File: src/hw/rtl/lepc_pkg.sv
// Shared types and constants for the lidar echo point converter.
// Depends on nothing; every other file but lepc_fifo refers to it by scoped names.
`default_nettype none

package lepc_pkg;

    localparam int ROW_W   = 11;   // sub_frame*6 + 5 stays below 2048
    localparam int COL_W   = 9;    // start_col + 5 stays below 512
    localparam int LINE_W  = 20;   // row*GRID_COLS + col
    localparam int CELL_W  = 18;
    localparam int COORD_W = 16;
    localparam int OFF_W   = 17;
    localparam int POINT_W = 18;
    localparam int TALLY_W = 11;
    localparam int ID_W    = 32;
    localparam int CFG_IDX_W  = 3;
    localparam int CFG_DATA_W = 17;

    localparam logic [TALLY_W-1:0] TALLY_MAX       = 11'd2047;
    localparam logic [TALLY_W-1:0] LIMIT_RESET     = 11'd1664;
    localparam logic [2:0]         ECHO_NUM_RESET  = 3'd5;
    localparam logic [7:0]         SINGLE_COL_MARK = 8'd255;
    localparam logic [2:0]         COLS_WIDE       = 3'd5;
    localparam logic [2:0]         COLS_SINGLE     = 3'd1;

    typedef enum logic [1:0] {
        EV_NONE     = 2'd0,
        EV_COMPLETE = 2'd1,
        EV_FORCED   = 2'd2
    } frame_event_t;

    typedef enum logic [CFG_IDX_W-1:0] {
        REG_FILTER_ENABLE      = 3'd0,
        REG_ECHO_CHOOSE_ENABLE = 3'd1,
        REG_ECHO_NUMBER        = 3'd2,
        REG_OFFSET_X           = 3'd3,
        REG_OFFSET_Y           = 3'd4,
        REG_OFFSET_Z           = 3'd5,
        REG_FRAME_PACKET_LIMIT = 3'd6
    } cfg_reg_t;

    typedef struct packed {
        logic                      filter_enable;
        logic                      echo_choose_enable;
        logic [2:0]                echo_number;
        logic signed [OFF_W-1:0]   offset_x;
        logic signed [OFF_W-1:0]   offset_y;
        logic signed [OFF_W-1:0]   offset_z;
        logic [TALLY_W-1:0]        frame_packet_limit;
    } cfg_t;

    typedef struct packed {
        logic [ID_W-1:0]           frame_tag;
        logic [7:0]                sub_frame;
        logic [7:0]                start_col;
        logic [4:0]                slot;
        logic [2:0]                echo;
        logic signed [COORD_W-1:0] raw_x;
        logic signed [COORD_W-1:0] raw_y;
        logic signed [COORD_W-1:0] raw_z;
        logic [7:0]                reflectivity;
        logic                      echo_label;
        logic                      packet_first;
    } in_item_t;

    // Classified sample handed from the front to the back.
    typedef struct packed {
        logic [LINE_W-1:0]         line;
        logic [2:0]                echo;
        logic                      in_range;
        logic                      valid;
        logic signed [COORD_W-1:0] raw_x;
        logic signed [COORD_W-1:0] raw_y;
        logic signed [COORD_W-1:0] raw_z;
        logic [7:0]                reflectivity;
        frame_event_t              frame_event;
        logic [ID_W-1:0]           event_frame_id;
    } front_rec_t;

    typedef struct packed {
        logic [CELL_W-1:0]         cell_index;
        logic                      in_range;
        logic signed [POINT_W-1:0] point_x;
        logic signed [POINT_W-1:0] point_y;
        logic signed [POINT_W-1:0] point_z;
        logic [7:0]                intensity;
        logic                      kept;
        frame_event_t              frame_event;
        logic [ID_W-1:0]           event_frame_id;
    } result_t;

    // Column of a payload slot: slot / 6, done with compares.
    function automatic logic [2:0] slot_column(input logic [4:0] slot);
        logic [2:0] c;
        begin
            if (slot >= 5'd30)      c = 3'd5;
            else if (slot >= 5'd24) c = 3'd4;
            else if (slot >= 5'd18) c = 3'd3;
            else if (slot >= 5'd12) c = 3'd2;
            else if (slot >= 5'd6)  c = 3'd1;
            else                    c = 3'd0;
            return c;
        end
    endfunction

endpackage

`default_nettype wire

File: src/hw/rtl/lepc_fifo.sv
// Small register-based queue used between the stages and at the output.
// Depends on nothing.
`default_nettype none

module lepc_fifo #(
    parameter int WIDTH = 8,
    parameter int DEPTH = 2
) (
    input  wire logic             clk,
    input  wire logic             rst_n,
    input  wire logic             push,
    input  wire logic [WIDTH-1:0] push_data,
    output logic                  full,
    input  wire logic             pop,
    output logic                  empty,
    output logic [WIDTH-1:0]      head_data
);

    localparam int PTR_W = (DEPTH > 1) ? $clog2(DEPTH) : 1;
    localparam int CNT_W = $clog2(DEPTH + 1);
    localparam logic [PTR_W-1:0] LAST = PTR_W'(DEPTH - 1);
    localparam logic [CNT_W-1:0] FULL_CNT = CNT_W'(DEPTH);

    logic [WIDTH-1:0] mem_reg [DEPTH];
    logic [PTR_W-1:0] wr_ptr_reg, wr_ptr_next;
    logic [PTR_W-1:0] rd_ptr_reg, rd_ptr_next;
    logic [CNT_W-1:0] count_reg, count_next;
    logic             do_push, do_pop;

    assign full      = (count_reg == FULL_CNT);
    assign empty     = (count_reg == '0);
    assign do_push   = push && !full;
    assign do_pop    = pop && !empty;
    assign head_data = mem_reg[rd_ptr_reg];

    always_comb
    begin
        wr_ptr_next = wr_ptr_reg;
        rd_ptr_next = rd_ptr_reg;
        count_next  = count_reg;
        if (do_push)
        begin
            wr_ptr_next = (wr_ptr_reg == LAST) ? '0 : wr_ptr_reg + 1'b1;
        end
        if (do_pop)
        begin
            rd_ptr_next = (rd_ptr_reg == LAST) ? '0 : rd_ptr_reg + 1'b1;
        end
        if (do_push && !do_pop)
        begin
            count_next = count_reg + 1'b1;
        end
        else if (do_pop && !do_push)
        begin
            count_next = count_reg - 1'b1;
        end
    end

    always_ff @(posedge clk or negedge rst_n)
    begin
        if (!rst_n)
        begin
            wr_ptr_reg <= '0;
            rd_ptr_reg <= '0;
            count_reg  <= '0;
        end
        else
        begin
            wr_ptr_reg <= wr_ptr_next;
            rd_ptr_reg <= rd_ptr_next;
            count_reg  <= count_next;
        end
    end

    always_ff @(posedge clk)
    begin
        if (do_push)
        begin
            mem_reg[wr_ptr_reg] <= push_data;
        end
    end

endmodule

`default_nettype wire

File: src/hw/rtl/lepc_front.sv
// Front stage: frame bookkeeping, grid cell location, range check and echo filter.
// Depends on lepc_pkg.
`default_nettype none

module lepc_front #(
    parameter int GRID_ROWS = 192,
    parameter int GRID_COLS = 256,
    parameter int ECHOES    = 3
) (
    input  wire logic               clk,
    input  wire logic               rst_n,
    input  wire logic               accept,
    input  wire lepc_pkg::in_item_t item,
    input  wire lepc_pkg::cfg_t     cfg,
    output lepc_pkg::front_rec_t    rec
);

    localparam logic [lepc_pkg::ROW_W-1:0]  ROWS_LIM = lepc_pkg::ROW_W'(GRID_ROWS);
    localparam logic [lepc_pkg::COL_W-1:0]  COLS_LIM = lepc_pkg::COL_W'(GRID_COLS);
    localparam logic [lepc_pkg::LINE_W-1:0] COLS_MUL = lepc_pkg::LINE_W'(GRID_COLS);
    localparam logic [3:0]                  ECHO_LIM = 4'(ECHOES);

    logic                            frame_active_reg, frame_active_next;
    logic [lepc_pkg::ID_W-1:0]       active_id_reg, active_id_next;
    logic [lepc_pkg::TALLY_W-1:0]    tally_reg, tally_next;
    lepc_pkg::frame_event_t          ev;
    logic [lepc_pkg::ID_W-1:0]       ev_id;

    logic [2:0]                      slot_col;
    logic [2:0]                      col_count;
    logic [lepc_pkg::ROW_W-1:0]      row;
    logic [lepc_pkg::COL_W-1:0]      col;
    logic                            in_range;
    logic                            valid;

    // Packet bookkeeping, evaluated only on the first sample of a packet.
    always_comb
    begin
        logic forced;
        logic act;
        forced            = 1'b0;
        act               = frame_active_reg;
        active_id_next    = active_id_reg;
        tally_next        = tally_reg;
        ev                = lepc_pkg::EV_NONE;
        ev_id             = '0;
        if (item.packet_first)
        begin
            if (act && item.frame_tag != active_id_reg)
            begin
                if (tally_reg != '0)
                begin
                    forced = 1'b1;
                    ev     = lepc_pkg::EV_FORCED;
                    ev_id  = active_id_reg;
                end
                act = 1'b0;
            end
            if (!act)
            begin
                active_id_next = item.frame_tag;
                act            = 1'b1;
                tally_next     = '0;
            end
            if (tally_next != lepc_pkg::TALLY_MAX)
            begin
                tally_next = tally_next + 1'b1;
            end
            if (!forced && tally_next >= cfg.frame_packet_limit)
            begin
                ev    = lepc_pkg::EV_COMPLETE;
                ev_id = item.frame_tag;
                act   = 1'b0;
            end
        end
        frame_active_next = act;
    end

    always_ff @(posedge clk or negedge rst_n)
    begin
        if (!rst_n)
        begin
            frame_active_reg <= 1'b0;
            active_id_reg    <= '0;
            tally_reg        <= '0;
        end
        else if (accept)
        begin
            frame_active_reg <= frame_active_next;
            active_id_reg    <= active_id_next;
            tally_reg        <= tally_next;
        end
    end

    // Grid location: row = sub_frame*6 + slot mod 6, column = start_col + slot/6.
    always_comb
    begin
        slot_col  = lepc_pkg::slot_column(item.slot);
        col_count = (item.start_col == lepc_pkg::SINGLE_COL_MARK) ?
                    lepc_pkg::COLS_SINGLE : lepc_pkg::COLS_WIDE;
        row = lepc_pkg::ROW_W'({item.sub_frame, 2'b00}) + lepc_pkg::ROW_W'({item.sub_frame, 1'b0})
            + lepc_pkg::ROW_W'(item.slot - 5'({slot_col, 2'b00}) - 5'({slot_col, 1'b0}));
        col = lepc_pkg::COL_W'(item.start_col) + lepc_pkg::COL_W'(slot_col);
        in_range = (slot_col < col_count) && (row < ROWS_LIM) && (col < COLS_LIM)
                   && ({1'b0, item.echo} < ECHO_LIM);
    end

    always_comb
    begin
        valid = 1'b1;
        if (cfg.filter_enable)
        begin
            if (cfg.echo_choose_enable)
            begin
                valid = item.echo_label;
            end
            else if (cfg.echo_number >= 3'd1 && cfg.echo_number <= 3'd3)
            begin
                valid = (item.echo == cfg.echo_number - 3'd1);
            end
            else if (cfg.echo_number == 3'd4)
            begin
                valid = (item.echo <= 3'd2);
            end
        end
    end

    always_comb
    begin
        rec.line           = lepc_pkg::LINE_W'(row) * COLS_MUL + lepc_pkg::LINE_W'(col);
        rec.echo           = item.echo;
        rec.in_range       = in_range;
        rec.valid          = valid;
        rec.raw_x          = item.raw_x;
        rec.raw_y          = item.raw_y;
        rec.raw_z          = item.raw_z;
        rec.reflectivity   = item.reflectivity;
        rec.frame_event    = ev;
        rec.event_frame_id = ev_id;
    end

endmodule

`default_nettype wire

File: src/hw/rtl/lepc_back.sv
// Back stage: cell index, offset addition and the kept decision.
// Depends on lepc_pkg.
`default_nettype none

module lepc_back #(
    parameter int ECHOES = 3
) (
    input  wire lepc_pkg::front_rec_t rec,
    input  wire lepc_pkg::cfg_t       cfg,
    output lepc_pkg::result_t         res
);

    localparam int PROD_W = lepc_pkg::LINE_W + 4;
    localparam logic [PROD_W-1:0] ECHO_MUL = PROD_W'(ECHOES);

    logic [PROD_W-1:0]                      cell_full;
    logic signed [lepc_pkg::POINT_W-1:0]    sum_x, sum_y, sum_z;
    logic                                   take;

    always_comb
    begin
        cell_full = PROD_W'(rec.line) * ECHO_MUL + PROD_W'(rec.echo);
        sum_x = lepc_pkg::POINT_W'(rec.raw_x) + lepc_pkg::POINT_W'(cfg.offset_x);
        sum_y = lepc_pkg::POINT_W'(rec.raw_y) + lepc_pkg::POINT_W'(cfg.offset_y);
        sum_z = lepc_pkg::POINT_W'(rec.raw_z) + lepc_pkg::POINT_W'(cfg.offset_z);
        take  = rec.in_range && rec.valid;

        res.cell_index     = rec.in_range ? cell_full[lepc_pkg::CELL_W-1:0] : '0;
        res.in_range       = rec.in_range;
        res.point_x        = take ? sum_x : '0;
        res.point_y        = take ? sum_y : '0;
        res.point_z        = take ? sum_z : '0;
        res.intensity      = take ? rec.reflectivity : '0;
        res.kept           = take && (sum_x != '0 || sum_y != '0 || sum_z != '0);
        res.frame_event    = rec.frame_event;
        res.event_frame_id = rec.event_frame_id;
    end

endmodule

`default_nettype wire

File: src/hw/rtl/lidar_echo_point_converter.sv
// Top level of the lidar echo point converter: configuration registers, front and
// back stages, and the queues between them. Depends on lepc_pkg, lepc_fifo,
// lepc_front and lepc_back.
//
// The block takes one lidar echo sample per beat and gives exactly one result beat
// for it, in order. A sample is taken in any cycle in which full is low, so while
// the consumer keeps up the sustained rate is one sample per clock. The edge that
// takes a sample writes it into the queue between the front and back stages; the
// finished result moves from there into the output queue whenever that queue has
// room, and waits there until the consumer pops it. The front stage does the
// per-packet frame bookkeeping (packet count, completed frame, forced end on a
// frame id change) on the first sample of each packet, locates the grid cell and
// applies the echo filter; the back stage builds the cell index and adds the
// offsets in 1/512 units. Both queues are two entries deep, so either side may
// stall without losing or repeating a beat. Configuration is written through
// cfg_valid/cfg_ready, which is always ready; writes are meant to happen while the
// block is idle, and an index beyond the register list is ignored.
`default_nettype none

module lidar_echo_point_converter #(
    parameter int GRID_ROWS = 192,
    parameter int GRID_COLS = 256,
    parameter int ECHOES    = 3
) (
    input  wire logic        clk,
    input  wire logic        rst_n,

    input  wire logic        push,
    output logic             full,
    input  wire logic        func,
    input  wire logic [31:0] frame_tag,
    input  wire logic [7:0]  sub_frame,
    input  wire logic [7:0]  start_col,
    input  wire logic [4:0]  slot,
    input  wire logic [2:0]  echo,
    input  wire logic signed [15:0] raw_x,
    input  wire logic signed [15:0] raw_y,
    input  wire logic signed [15:0] raw_z,
    input  wire logic [7:0]  reflectivity,
    input  wire logic        echo_label,
    input  wire logic        packet_first,

    output logic             empty,
    input  wire logic        pop,
    output logic [17:0]      cell_index,
    output logic             in_range,
    output logic signed [17:0] point_x,
    output logic signed [17:0] point_y,
    output logic signed [17:0] point_z,
    output logic [7:0]       intensity,
    output logic             kept,
    output logic [1:0]       frame_event,
    output logic [31:0]      event_frame_id,

    input  wire logic        cfg_valid,
    output logic             cfg_ready,
    input  wire logic [2:0]  cfg_index,
    input  wire logic [16:0] cfg_data
);

    localparam int REC_W = $bits(lepc_pkg::front_rec_t);
    localparam int RES_W = $bits(lepc_pkg::result_t);
    localparam int QUEUE_DEPTH = 2;

    lepc_pkg::cfg_t       cfg_reg;
    lepc_pkg::in_item_t   item;
    lepc_pkg::front_rec_t front_rec;
    lepc_pkg::front_rec_t mid_rec;
    lepc_pkg::result_t    back_res;
    lepc_pkg::result_t    out_res;
    logic                 accept;
    logic                 mid_empty;
    logic                 out_full;
    logic                 move;
    logic [REC_W-1:0]     mid_bits;
    logic [RES_W-1:0]     out_bits;

    // The item kind is always a single echo sample, so func carries no information.
    logic unused_func;
    assign unused_func = func;

    assign cfg_ready = 1'b1;

    // Configuration registers. They are read directly by both stages.
    always_ff @(posedge clk or negedge rst_n)
    begin
        if (!rst_n)
        begin
            cfg_reg.filter_enable      <= 1'b0;
            cfg_reg.echo_choose_enable <= 1'b1;
            cfg_reg.echo_number        <= lepc_pkg::ECHO_NUM_RESET;
            cfg_reg.offset_x           <= '0;
            cfg_reg.offset_y           <= '0;
            cfg_reg.offset_z           <= '0;
            cfg_reg.frame_packet_limit <= lepc_pkg::LIMIT_RESET;
        end
        else if (cfg_valid && cfg_ready)
        begin
            unique case (cfg_index)
                lepc_pkg::REG_FILTER_ENABLE:      cfg_reg.filter_enable      <= cfg_data[0];
                lepc_pkg::REG_ECHO_CHOOSE_ENABLE: cfg_reg.echo_choose_enable <= cfg_data[0];
                lepc_pkg::REG_ECHO_NUMBER:        cfg_reg.echo_number        <= cfg_data[2:0];
                lepc_pkg::REG_OFFSET_X:           cfg_reg.offset_x           <= cfg_data;
                lepc_pkg::REG_OFFSET_Y:           cfg_reg.offset_y           <= cfg_data;
                lepc_pkg::REG_OFFSET_Z:           cfg_reg.offset_z           <= cfg_data;
                lepc_pkg::REG_FRAME_PACKET_LIMIT:
                    cfg_reg.frame_packet_limit <= cfg_data[10:0];
                default: ;
            endcase
        end
    end

    always_comb
    begin
        item.frame_tag    = frame_tag;
        item.sub_frame    = sub_frame;
        item.start_col    = start_col;
        item.slot         = slot;
        item.echo         = echo;
        item.raw_x        = raw_x;
        item.raw_y        = raw_y;
        item.raw_z        = raw_z;
        item.reflectivity = reflectivity;
        item.echo_label   = echo_label;
        item.packet_first = packet_first;
    end

    assign accept = push && !full;

    lepc_front #(
        .GRID_ROWS (GRID_ROWS),
        .GRID_COLS (GRID_COLS),
        .ECHOES    (ECHOES)
    ) u_front (
        .clk    (clk),
        .rst_n  (rst_n),
        .accept (accept),
        .item   (item),
        .cfg    (cfg_reg),
        .rec    (front_rec)
    );

    // Queue between the front and back stages; its full flag is the input back-pressure.
    lepc_fifo #(
        .WIDTH (REC_W),
        .DEPTH (QUEUE_DEPTH)
    ) u_mid_q (
        .clk       (clk),
        .rst_n     (rst_n),
        .push      (push),
        .push_data (front_rec),
        .full      (full),
        .pop       (move),
        .empty     (mid_empty),
        .head_data (mid_bits)
    );

    assign mid_rec = mid_bits;
    assign move    = !mid_empty && !out_full;

    lepc_back #(
        .ECHOES (ECHOES)
    ) u_back (
        .rec (mid_rec),
        .cfg (cfg_reg),
        .res (back_res)
    );

    // Output queue: holds finished results while the consumer stalls.
    lepc_fifo #(
        .WIDTH (RES_W),
        .DEPTH (QUEUE_DEPTH)
    ) u_out_q (
        .clk       (clk),
        .rst_n     (rst_n),
        .push      (move),
        .push_data (back_res),
        .full      (out_full),
        .pop       (pop),
        .empty     (empty),
        .head_data (out_bits)
    );

    assign out_res        = out_bits;
    assign cell_index     = out_res.cell_index;
    assign in_range       = out_res.in_range;
    assign point_x        = out_res.point_x;
    assign point_y        = out_res.point_y;
    assign point_z        = out_res.point_z;
    assign intensity      = out_res.intensity;
    assign kept           = out_res.kept;
    assign frame_event    = out_res.frame_event;
    assign event_frame_id = out_res.event_frame_id;

endmodule

`default_nettype wire

File: config.mk
export PLATFORM = sky130hd
export DESIGN_NAME = lidar_echo_point_converter
export DESIGN_NICKNAME = d
export VERILOG_FILES = /design/src/hw/rtl/lepc_pkg.sv /design/src/hw/rtl/lepc_fifo.sv /design/src/hw/rtl/lepc_front.sv /design/src/hw/rtl/lepc_back.sv /design/src/hw/rtl/lidar_echo_point_converter.sv
export SDC_FILE = /design/constraint.sdc
export NUM_CORES = 1
export LEC_CHECK = 0
export ABC_AREA = 1
export ABC_CLOCK_PERIOD_IN_PS = 7650
export BUFFER_PORTS_ARGS = -buffer_cell sky130_fd_sc_hd__buf_2
export CORE_MARGIN = 3
export CORE_UTILIZATION = 60
export DETAILED_ROUTE_END_ITERATION = 12
export GPL_TIMING_DRIVEN = 0
export PLACE_DENSITY_LB_ADDON = 0.3
export SYNTH_ARGS = -nofsm -noshare
export SYNTH_HDL_FRONTEND = slang
export SYNTH_SLANG_ARGS = --single-unit
export TNS_END_PERCENT = 30
File: constraint.sdc
create_clock -name clk -period 7.65 [get_ports clk]
set_input_delay 1.53 -clock clk [delete_from_list [all_inputs] [get_ports clk]]
set_output_delay 1.53 -clock clk [all_outputs]
set_load 0.02 [all_outputs]
* Yosys cells after proc, flatten, opt, wreduce, memory -nomap -nowiden *
Memories as Yosys holds them, arrays and structs flattened.
Cells that the tools add are included.
Widths: inputs -> output; s select.

storage, ports and cells
  memories = 2
  flip-flop bits (word level) = 119
  bits in writable memories = 462
  word-level logic and storage cells = 157
  output and inout bits = 119
  input bits = 140

memory list
  memory           words  width  rd ports  clocked after memory_dff  write ports  line             source
  u_out_q.mem_reg  2      116    1         0                         1            lepc_fifo.sv:24  logic [WIDTH-1:0] mem_reg [DEPTH];
  u_mid_q.mem_reg  2      115    1         0                         1            lepc_fifo.sv:24

cells by class
  multipliers = 1
  add/subtract/negate cells = 20
  reduce and logical (&&, ||, !) cells = 46
  mux-type cells = 45
  magnitude comparators = 13
  equality and inequality tests = 13
  bitwise logic cells = 1

operators with widths
  kind                   count
  $mux 32                4
  $mux 18                4
  $add 16x17->18         3
  $reduce_bool 18->1     3
  $mux 11                4
  $ne 32x32->1           1
  $add 19x9->20          1
  $mul 20x2->18 const B  1
  $mux 1                 19
  $add 18x3->18          1
  $logic_and 1x1->1      17
  $mux 2                 8
  $reduce_and 2->1       8
  $ge 5x5->1 const B     3
  $mux 3                 5
  $eq 3x3->1 const B     4
  $add 10x9->11          1
  $add 11x1->11 const B  1
  $add 11x11->11         1
  $ge 11x11->1           1
  $lt 11x8->1 const B    1
  $ne 11x11->1 const B   1
  $reduce_bool 11->1     1
  $sub 11x4->11          1
  26 further kinds       45

* Longest topological paths before layout *
Gate-level depths: netlist (run 1).

  depth after elaboration = 13
  depth in mapped cells = 30
  mapped depth without buffers = 28

* Hierarchy *
From an unflattened synthesis (run 1), not the netlist that was laid out.

unflattened totals
  cell total of the unflattened synthesis = 3,404
  area total of the unflattened synthesis = 30,554.3 µm²

modules (own cells, without submodules)
  module                      area each (µm²)  times used  cells each  seq. area each (µm²)
  lepc_fifo (u_out_q)         8,665.8          1           637         7,066.8
  lepc_fifo (u_mid_q)         8,604.5          1           632         7,006.7
  lepc_front                  5,426.5          1           814         1,101.1
  lepc_back                   5,188.7          1           1,012       0.0
  lidar_echo_point_converter  2,668.8          1           309         1,684.1

* Worst setup path before layout (run 1) *
OpenSTA, ideal clock, no wires.

  kind = in2reg
  start = input port push
  end = memory u_mid_q.mem_reg[1][0] (netlist bit), enable pin
  buffers on the path = 0
  data required time = 7,062 ps
  path slack = 638 ps
  library setup time = 588 ps
  cell stages on the path = 2
  arrival time = 6,424 ps
  path through = o21ai_0 nor2_1

between the ends
  cells in the longest elaborated chain, start to end = 3

RTL lines
  item                          line                              source
  from (decl)                   lidar_echo_point_converter.sv:28  input wire logic push,
  $logic_and 1x1->1             lepc_fifo.sv:32                   assign do_push = push && !full;
  $mux 1                        lepc_fifo.sv:77                   if (do_push)
  $mux 1 (not written as such)  lepc_fifo.sv:79                   mem_reg[wr_ptr_reg] <= push_data;
  to (decl)                     lepc_fifo.sv:24

Every way passes these cells.

==> results.py, run 1 <==
metrics = {
    "floorplan": {
        "design.core.area_um2": 46700,
        "num_io_pins": 259,
        "die-area_um2": 50000,
        "start_util_pct": 60.9,
        "die_x_um": 224,
        "floorplan.die.height_um": 224,
        "row_count": 79,
    },
    "routing": {
        "drcViolationCount": 0,
        "drt-met1-wl_um": 29100,
        "wl_per_cell_um": 18.1,
        "viasPerCell": 5.45,
        "routed_wl_um": 71400,
        "dr.pass1.iters": 6,
        "final_antenna_net_count": 0,
        "routed-via-count": 21500,
        "routed.top_layer": "met5",
        "drt-initial-drc-count": 1887,
        "met2_length_um": 35100,
        "met3WireLength_um": 5150,
    },
    "timing": {
        "min_period_ps": 5600,
        "finalSetupViolCount": 0,
        "drv_slew": 0,
        "rsz0062_at_grt": "false",
        "fin_worst_skew_ps": 21.9,
        "worst_slew_pin_slew_ps": 1370,
        "fin_crit_sh_pct": 73.2,
        "slew-limit-headroom_pct": 8.91,
        "hold_ws_ps": 496,
        "hold_viol_final": 0,
        "max_freq_mhz": 179,
    },
    "critical_path": {
        "max_stage_delay_ps": 560,
        "critPathArrivalTime_ps": 5910,
        "critPathKind": "in -> reg",
        "crit_fanout": 10,
        "cp_common_cell": "nand2_1",
        "end_kind": "register",
        "cp-start-kind": "input port",
        "crit_required_ps": 7960,
        "r2r_slack_ps": 2680,
        "cp_slowest_cell": "clkbuf_1",
    },
    "logic_synthesis": {
        "avgSynthCellArea_um2": 9.61,
        "postSynthNetCount": 3239,
        "synth_cell_types": 50,
        "synth_edf_count": 458,
        "yosys_warnings": 0,
        "syn_inst": 2956,
        "yosysSeqAreaShare_pct": 58.9,
        "ys_seq_elements": 577,
        "async_reset_ff_share_pct": 20.6,
        "synthFlopType": "edfxtp_1",
        "synth_area_um2": 28400,
    },
    "grt": {
        "grt_use_total_pct": 28.3,
        "antenna_found_initial": 13,
        "grt_pass1_wl_um": 111000,
        "grt-ovfl-total": 0,
        "grt_max_degree": 86,
        "grt_pass1_vias": 20900,
    },
    "placement": {
        "dp_hpwl_um": 53900,
        "portBuffers": 256,
        "dp.cells": 3836,
        "place.gp.congestion": 0.892,
    },
    "clock_tree": {
        "post_cts_buffers": 0,
        "cts-root-buf": "clkbuf_16",
        "clock_sinks": 577,
        "cts_tree": "built",
        "ctsResizeCount": 0,
        "htree_levels": 2,
        "clk_latency_ps": 610,
        "cts_buffers": 56,
        "ctsHoldBuffers": 0,
        "cts_buffer_depth": 3,
        "clkTransAtPathRegs_ps": 60,
    },
    "cells_and_area": {
        "fillCellCount": 3474,
        "layout_common_cells": "nand2_1 (1,160), edfxtp_1 (458), buf_2 (262), inv_1 (245), nor2_1 (189)",
        "layout-drive-gt1-share_pct": 12.6,
        "final_cells": 3950,
        "fin_nets": 3570,
        "syn2layout_area_growth_pct": 15.1,
        "layout_commonest_cell": "nand2_1",
        "largest_reg_flops": 232,
    },
    "power": {
        "cellPowerDensity_nw_per_um2": 466,
        "power_leakage_nw": 15.0,
        "ir_drop_v": 0.000309,
    },
    "hold_path": {
        "holdCritPathClass": "reg -> reg",
    },
    "job": {
        "drv_cap": 0,
    },
    "status": {
        "status": "finished clean",
    },
}
-- per-layer routing --
layer / GRT usage [%] / vias up
met3: 4.00 / 135
met2: 47.9 / 796
met4: 10.6 / 6
met5: 0 / -
met1: 37.8 / 10200
li1: - / 10400
-- power breakdown --
part | switching, mW | internal [mW] | total (mW)
Sequential | 0.381 | 5.09 | 5.48
Combinational | 4.86 | 2.19 | 7.04
Clock | 1.16 | 1.55 | 2.71
-- Yosys cell counts, types with 14 or more instances --
cell type	instances	area [µm²]
inv_2	15	56.3
dfrtp_1	113	2830
nor2_1	193	724
ha_1	123	1540
inv_1	245	920
xnor2_1	40	350
nor3_1	14	70.1
nand3_1	72	360
clkbuf_1	68	255
o22ai_1	30	188
a21oi_1	90	450
xor2_1	35	307
nand2_1	1160	4350
edfxtp_1	458	13800
fa_1	20	400
o21ai_0	144	721
nand4_1	25	156
-- through the flow --
stage	utilization, %	setup WS (ps)	cell area, µm²	setup TNS, ps	power [mW]
final	70.0	2050	32700	0	15.2
after global routing	70.0	1750	32700	0	16.3
after CTS	70.0	2100	32600	0	15.3
after detailed placement	66.1	1520	30800	0	12.5
after global placement	65.2	-2510	30400	-929010	12.3
after floorplan	-	638	28400	0	10.3
-- final cells by class --
type	instances	area (µm²)	area share [%]
multi-input combinational	2032	10300	31.7
clock inverter	30	277	0.846
timing repair buffer	273	1650	5.05
tap	607	759	2.32
buffer	86	359	1.10
antenna	11	27.5	0.0842
clock buffer	73	1540	4.70
inverter	261	980	3.00
sequential	577	16700	51.2
-- cell families (layout without fill, tap and decap cells) --
| group | after synthesis | in the layout | synth area share [%] |
|---|---|---|---|
| other | 1 | 12 | 0.0132 |
| multiplexers | 1 | 1 | 0.0353 |
| buffers and inverters | 347 | 723 | 4.71 |
| flip-flops | 577 | 577 | 58.9 |
| AND/OR/NAND/NOR | 1506 | 1506 | 21.3 |
| XOR/XNOR | 75 | 75 | 2.31 |
| adder cells (fa/ha/maj) | 143 | 143 | 6.83 |
| AO/OA/AOI/OAI | 306 | 306 | 5.86 |
-- final timing paths --
kind                                          start                         to  cells after the start
min in group asynchronous                     rst_n  u_front.active_id_reg[23]                      1
max in group asynchronous                     rst_n                 cfg_reg[9]                      2
min reg2reg                              cfg_reg[4]                 cfg_reg[4]                      2
max                                   frame_tag[12]     u_mid_q.mem_reg[0][31]                     29
max reg2reg                u_front.active_id_reg[1]     u_mid_q.mem_reg[0][31]                     28
min                                      cfg_reg[4]                 cfg_reg[4]                      2
-- worst max-delay path: cells and delay by family --
kind	cells	cell delay [ps]
simple gates	17	2200
buf+inv	5	950
compound gates	5	740
fa+ha+maj	2	500
(Power assumes the default switching activity.)
==> inputs of run 2 (changes only) <==
--- a/config.mk
+++ b/config.mk
@@ -6,10 +6,10 @@
 export NUM_CORES = 1
 export LEC_CHECK = 0
 export ABC_AREA = 1
-export ABC_CLOCK_PERIOD_IN_PS = 7650
+export ABC_CLOCK_PERIOD_IN_PS = 4990
 export BUFFER_PORTS_ARGS = -buffer_cell sky130_fd_sc_hd__buf_2
 export CORE_MARGIN = 3
-export CORE_UTILIZATION = 60
+export CORE_UTILIZATION = 54
 export DETAILED_ROUTE_END_ITERATION = 12
 export GPL_TIMING_DRIVEN = 0
 export PLACE_DENSITY_LB_ADDON = 0.3
==> constraint.sdc (replaced) <==
create_clock -name clk -period 4.99 [get_ports clk]
set_input_delay 0.998 -clock clk [delete_from_list [all_inputs] [get_ports clk]]
set_output_delay 0.998 -clock clk [all_outputs]
set_load 0.02 [all_outputs]
==> results.py, run 2 (synthesis results as in run 1) <==
metrics = {
    "status": {
        "status": "finished clean",
    },
    "routing": {
        "routed-via-count": 21400,
        "final_antenna_net_count": 0,
        "routed_wl_um": 71700,
        "dr.pass1.iters": 5,
        "drt-initial-drc-count": 1453,
        "wl_per_cell_um": 17.8,
        "viasPerCell": 5.29,
        "drcViolationCount": 0,
    },
    "floorplan": {
        "design.core.area_um2": 51700,
        "floorplan.die.height_um": 235,
        "die_x_um": 235,
        "die-area_um2": 55400,
        "row_count": 83,
        "start_util_pct": 54.9,
        "num_io_pins": 259,
    },
    "critical_path": {
        "r2r_start": "u_mid_q.rd_ptr_reg",
        "critPathKind": "in -> reg",
        "reg2reg_depth": 19,
        "crit_fanout": 10,
        "cp-start-kind": "input port",
        "end_kind": "register",
        "cp_common_cell": "nand2_1",
        "crit_required_ps": 5290,
        "rr_endpoint": "u_out_q.mem_reg[0][111]",
        "critPathArrivalTime_ps": 4950,
        "cp_slowest_cell": "ha_1",
        "r2r_slack_ps": 350,
        "max_stage_delay_ps": 300,
    },
    "grt": {
        "antenna_found_initial": 17,
        "grt_pass1_vias": 20900,
        "grt-ovfl-total": 0,
        "grt_pass1_wl_um": 112000,
        "grt_max_degree": 96,
        "grt_use_total_pct": 25.5,
    },
    "clock_tree": {
        "cts_tree": "built",
        "clk_latency_ps": 600,
        "cts_buffer_depth": 3,
        "cts_buffers": 55,
        "cts-root-buf": "clkbuf_16",
        "clock_sinks": 577,
        "ctsHoldBuffers": 0,
        "htree_levels": 2,
        "clkTransAtPathRegs_ps": 60,
    },
    "placement": {
        "place.gp.congestion": 0.886,
        "placed_area_um2": 30900,
        "dp_hpwl_um": 54000,
        "dp.cells": 3909,
        "portBuffers": 256,
    },
    "cells_and_area": {
        "syn2layout_area_growth_pct": 15.9,
        "largest_reg_flops": 232,
        "fin_nets": 3574,
        "final_cells": 4033,
        "layout_common_cells": "nand2_1 (1,160), edfxtp_1 (458), buf_2 (263), inv_1 (245), nor2_1 (188)",
        "layout_commonest_cell": "nand2_1",
        "layout-drive-gt1-share_pct": 12.8,
        "finalInstanceArea_um2": 32900,
    },
    "hold_path": {
        "holdCritPathClass": "in -> async",
    },
    "power": {
        "cellPowerDensity_nw_per_um2": 714,
        "ir_drop_v": 0.000437,
        "power_leakage_nw": 15.1,
    },
    "timing": {
        "fin_setup_tns_ps": 0,
        "hold_viol_final": 0,
        "worst_slew_pin_slew_ps": 943,
        "min_period_ps": 4650,
        "slew-limit-headroom_pct": 36.5,
        "fin_crit_sh_pct": 93.2,
        "finalSetupViolCount": 0,
        "fin_worst_skew_ps": 14.2,
        "rsz0062_at_grt": "false",
        "max_freq_mhz": 215,
        "drv_slew": 0,
    },
    "job": {
        "drv_cap": 0,
    },
}
## run 2: changes by cell type in the layout (fill, tap and decap cells not counted), moves of 2 or more
cell | previous run | this run
clkbuf_4 | 0 | 2
clkbuf_1 | 78 | 74
buf_4 | 1 | 7
inv_6 | 3 | 1
buf_12 | 15 | 13
diode_2 | 11 | 17
bufinv_16 | 4 | 10
clkbuf_8 | 7 | 2
buf_16 | 3 | 5
clkinv_1 | 12 | 14
## run 2: metrics by stage
stage	hold WS [ps]	setup slack [ps]	total power, mW	utilization (%)
final	276	337	23.5	63.6
after global routing	270	1.11	25.1	63.6
after CTS	255	34.5	23.6	63.4
after detailed placement	472	-631	19.2	59.8
after global placement	463	-4380	17.8	59.0
after floorplan	449	-1080	15.7	-
## run 2: area by class of cell
cell class              count  area, µm²
fillers                  4173      18800
flip-flops and latches    577      16700
multi-input cells        2032      10400
repair buffers            279       1710
clock buffers              68       1450
inverters                 261        980
well taps                 680        851
clock inverters            34        422
plain buffers              85        368
diodes                     17       42.5
## run 2: routing by layer
layer	part of all wire, %	up-vias	GRT usage [%]
li1	-	10400	-
met5	0.024	-	0
met4	3.0	2	8.78
met2	50	619	43.6
met1	41	10200	33.3
met3	6.0	111	4.29
## run 2: worst max-delay path by stage
stage / start / to / depth (start not counted)
floorplan: u_out_q.count_reg[1] / u_out_q.mem_reg[1][0] / 3
global placement: u_out_q.count_reg[1] / u_out_q.mem_reg[1][54] / 3
detailed placement: frame_tag[12] / u_mid_q.mem_reg[1][9] / 29
CTS: frame_tag[12] / u_mid_q.mem_reg[0][26] / 29
global route: u_mid_q.rd_ptr_reg / u_out_q.mem_reg[1][111] / 19
finish: frame_tag[5] / u_mid_q.mem_reg[0][26] / 29
## run 2: worst max-delay path: cells and delay by family
family | cells | cell delay (ps)
simple gates | 17 | 2120
compound gates | 5 | 670
buf+inv | 5 | 640
fa+ha+maj | 2 | 510
## run 2: power by group
group | switching, mW | internal (mW) | total [mW]
logic | 7.41 | 3.37 | 10.8
clock network | 1.77 | 2.57 | 4.34
registers | 0.581 | 7.81 | 8.39
total | 9.76 | 13.7 | 23.5
## run 2: repair_timing
action,in CTS,in global routing
hold endpoints to repair,0,0
pin swaps,0,2
buffers inserted,0,5
resized for setup,1,16
gates cloned,0,0
setup endpoints to repair,4,78
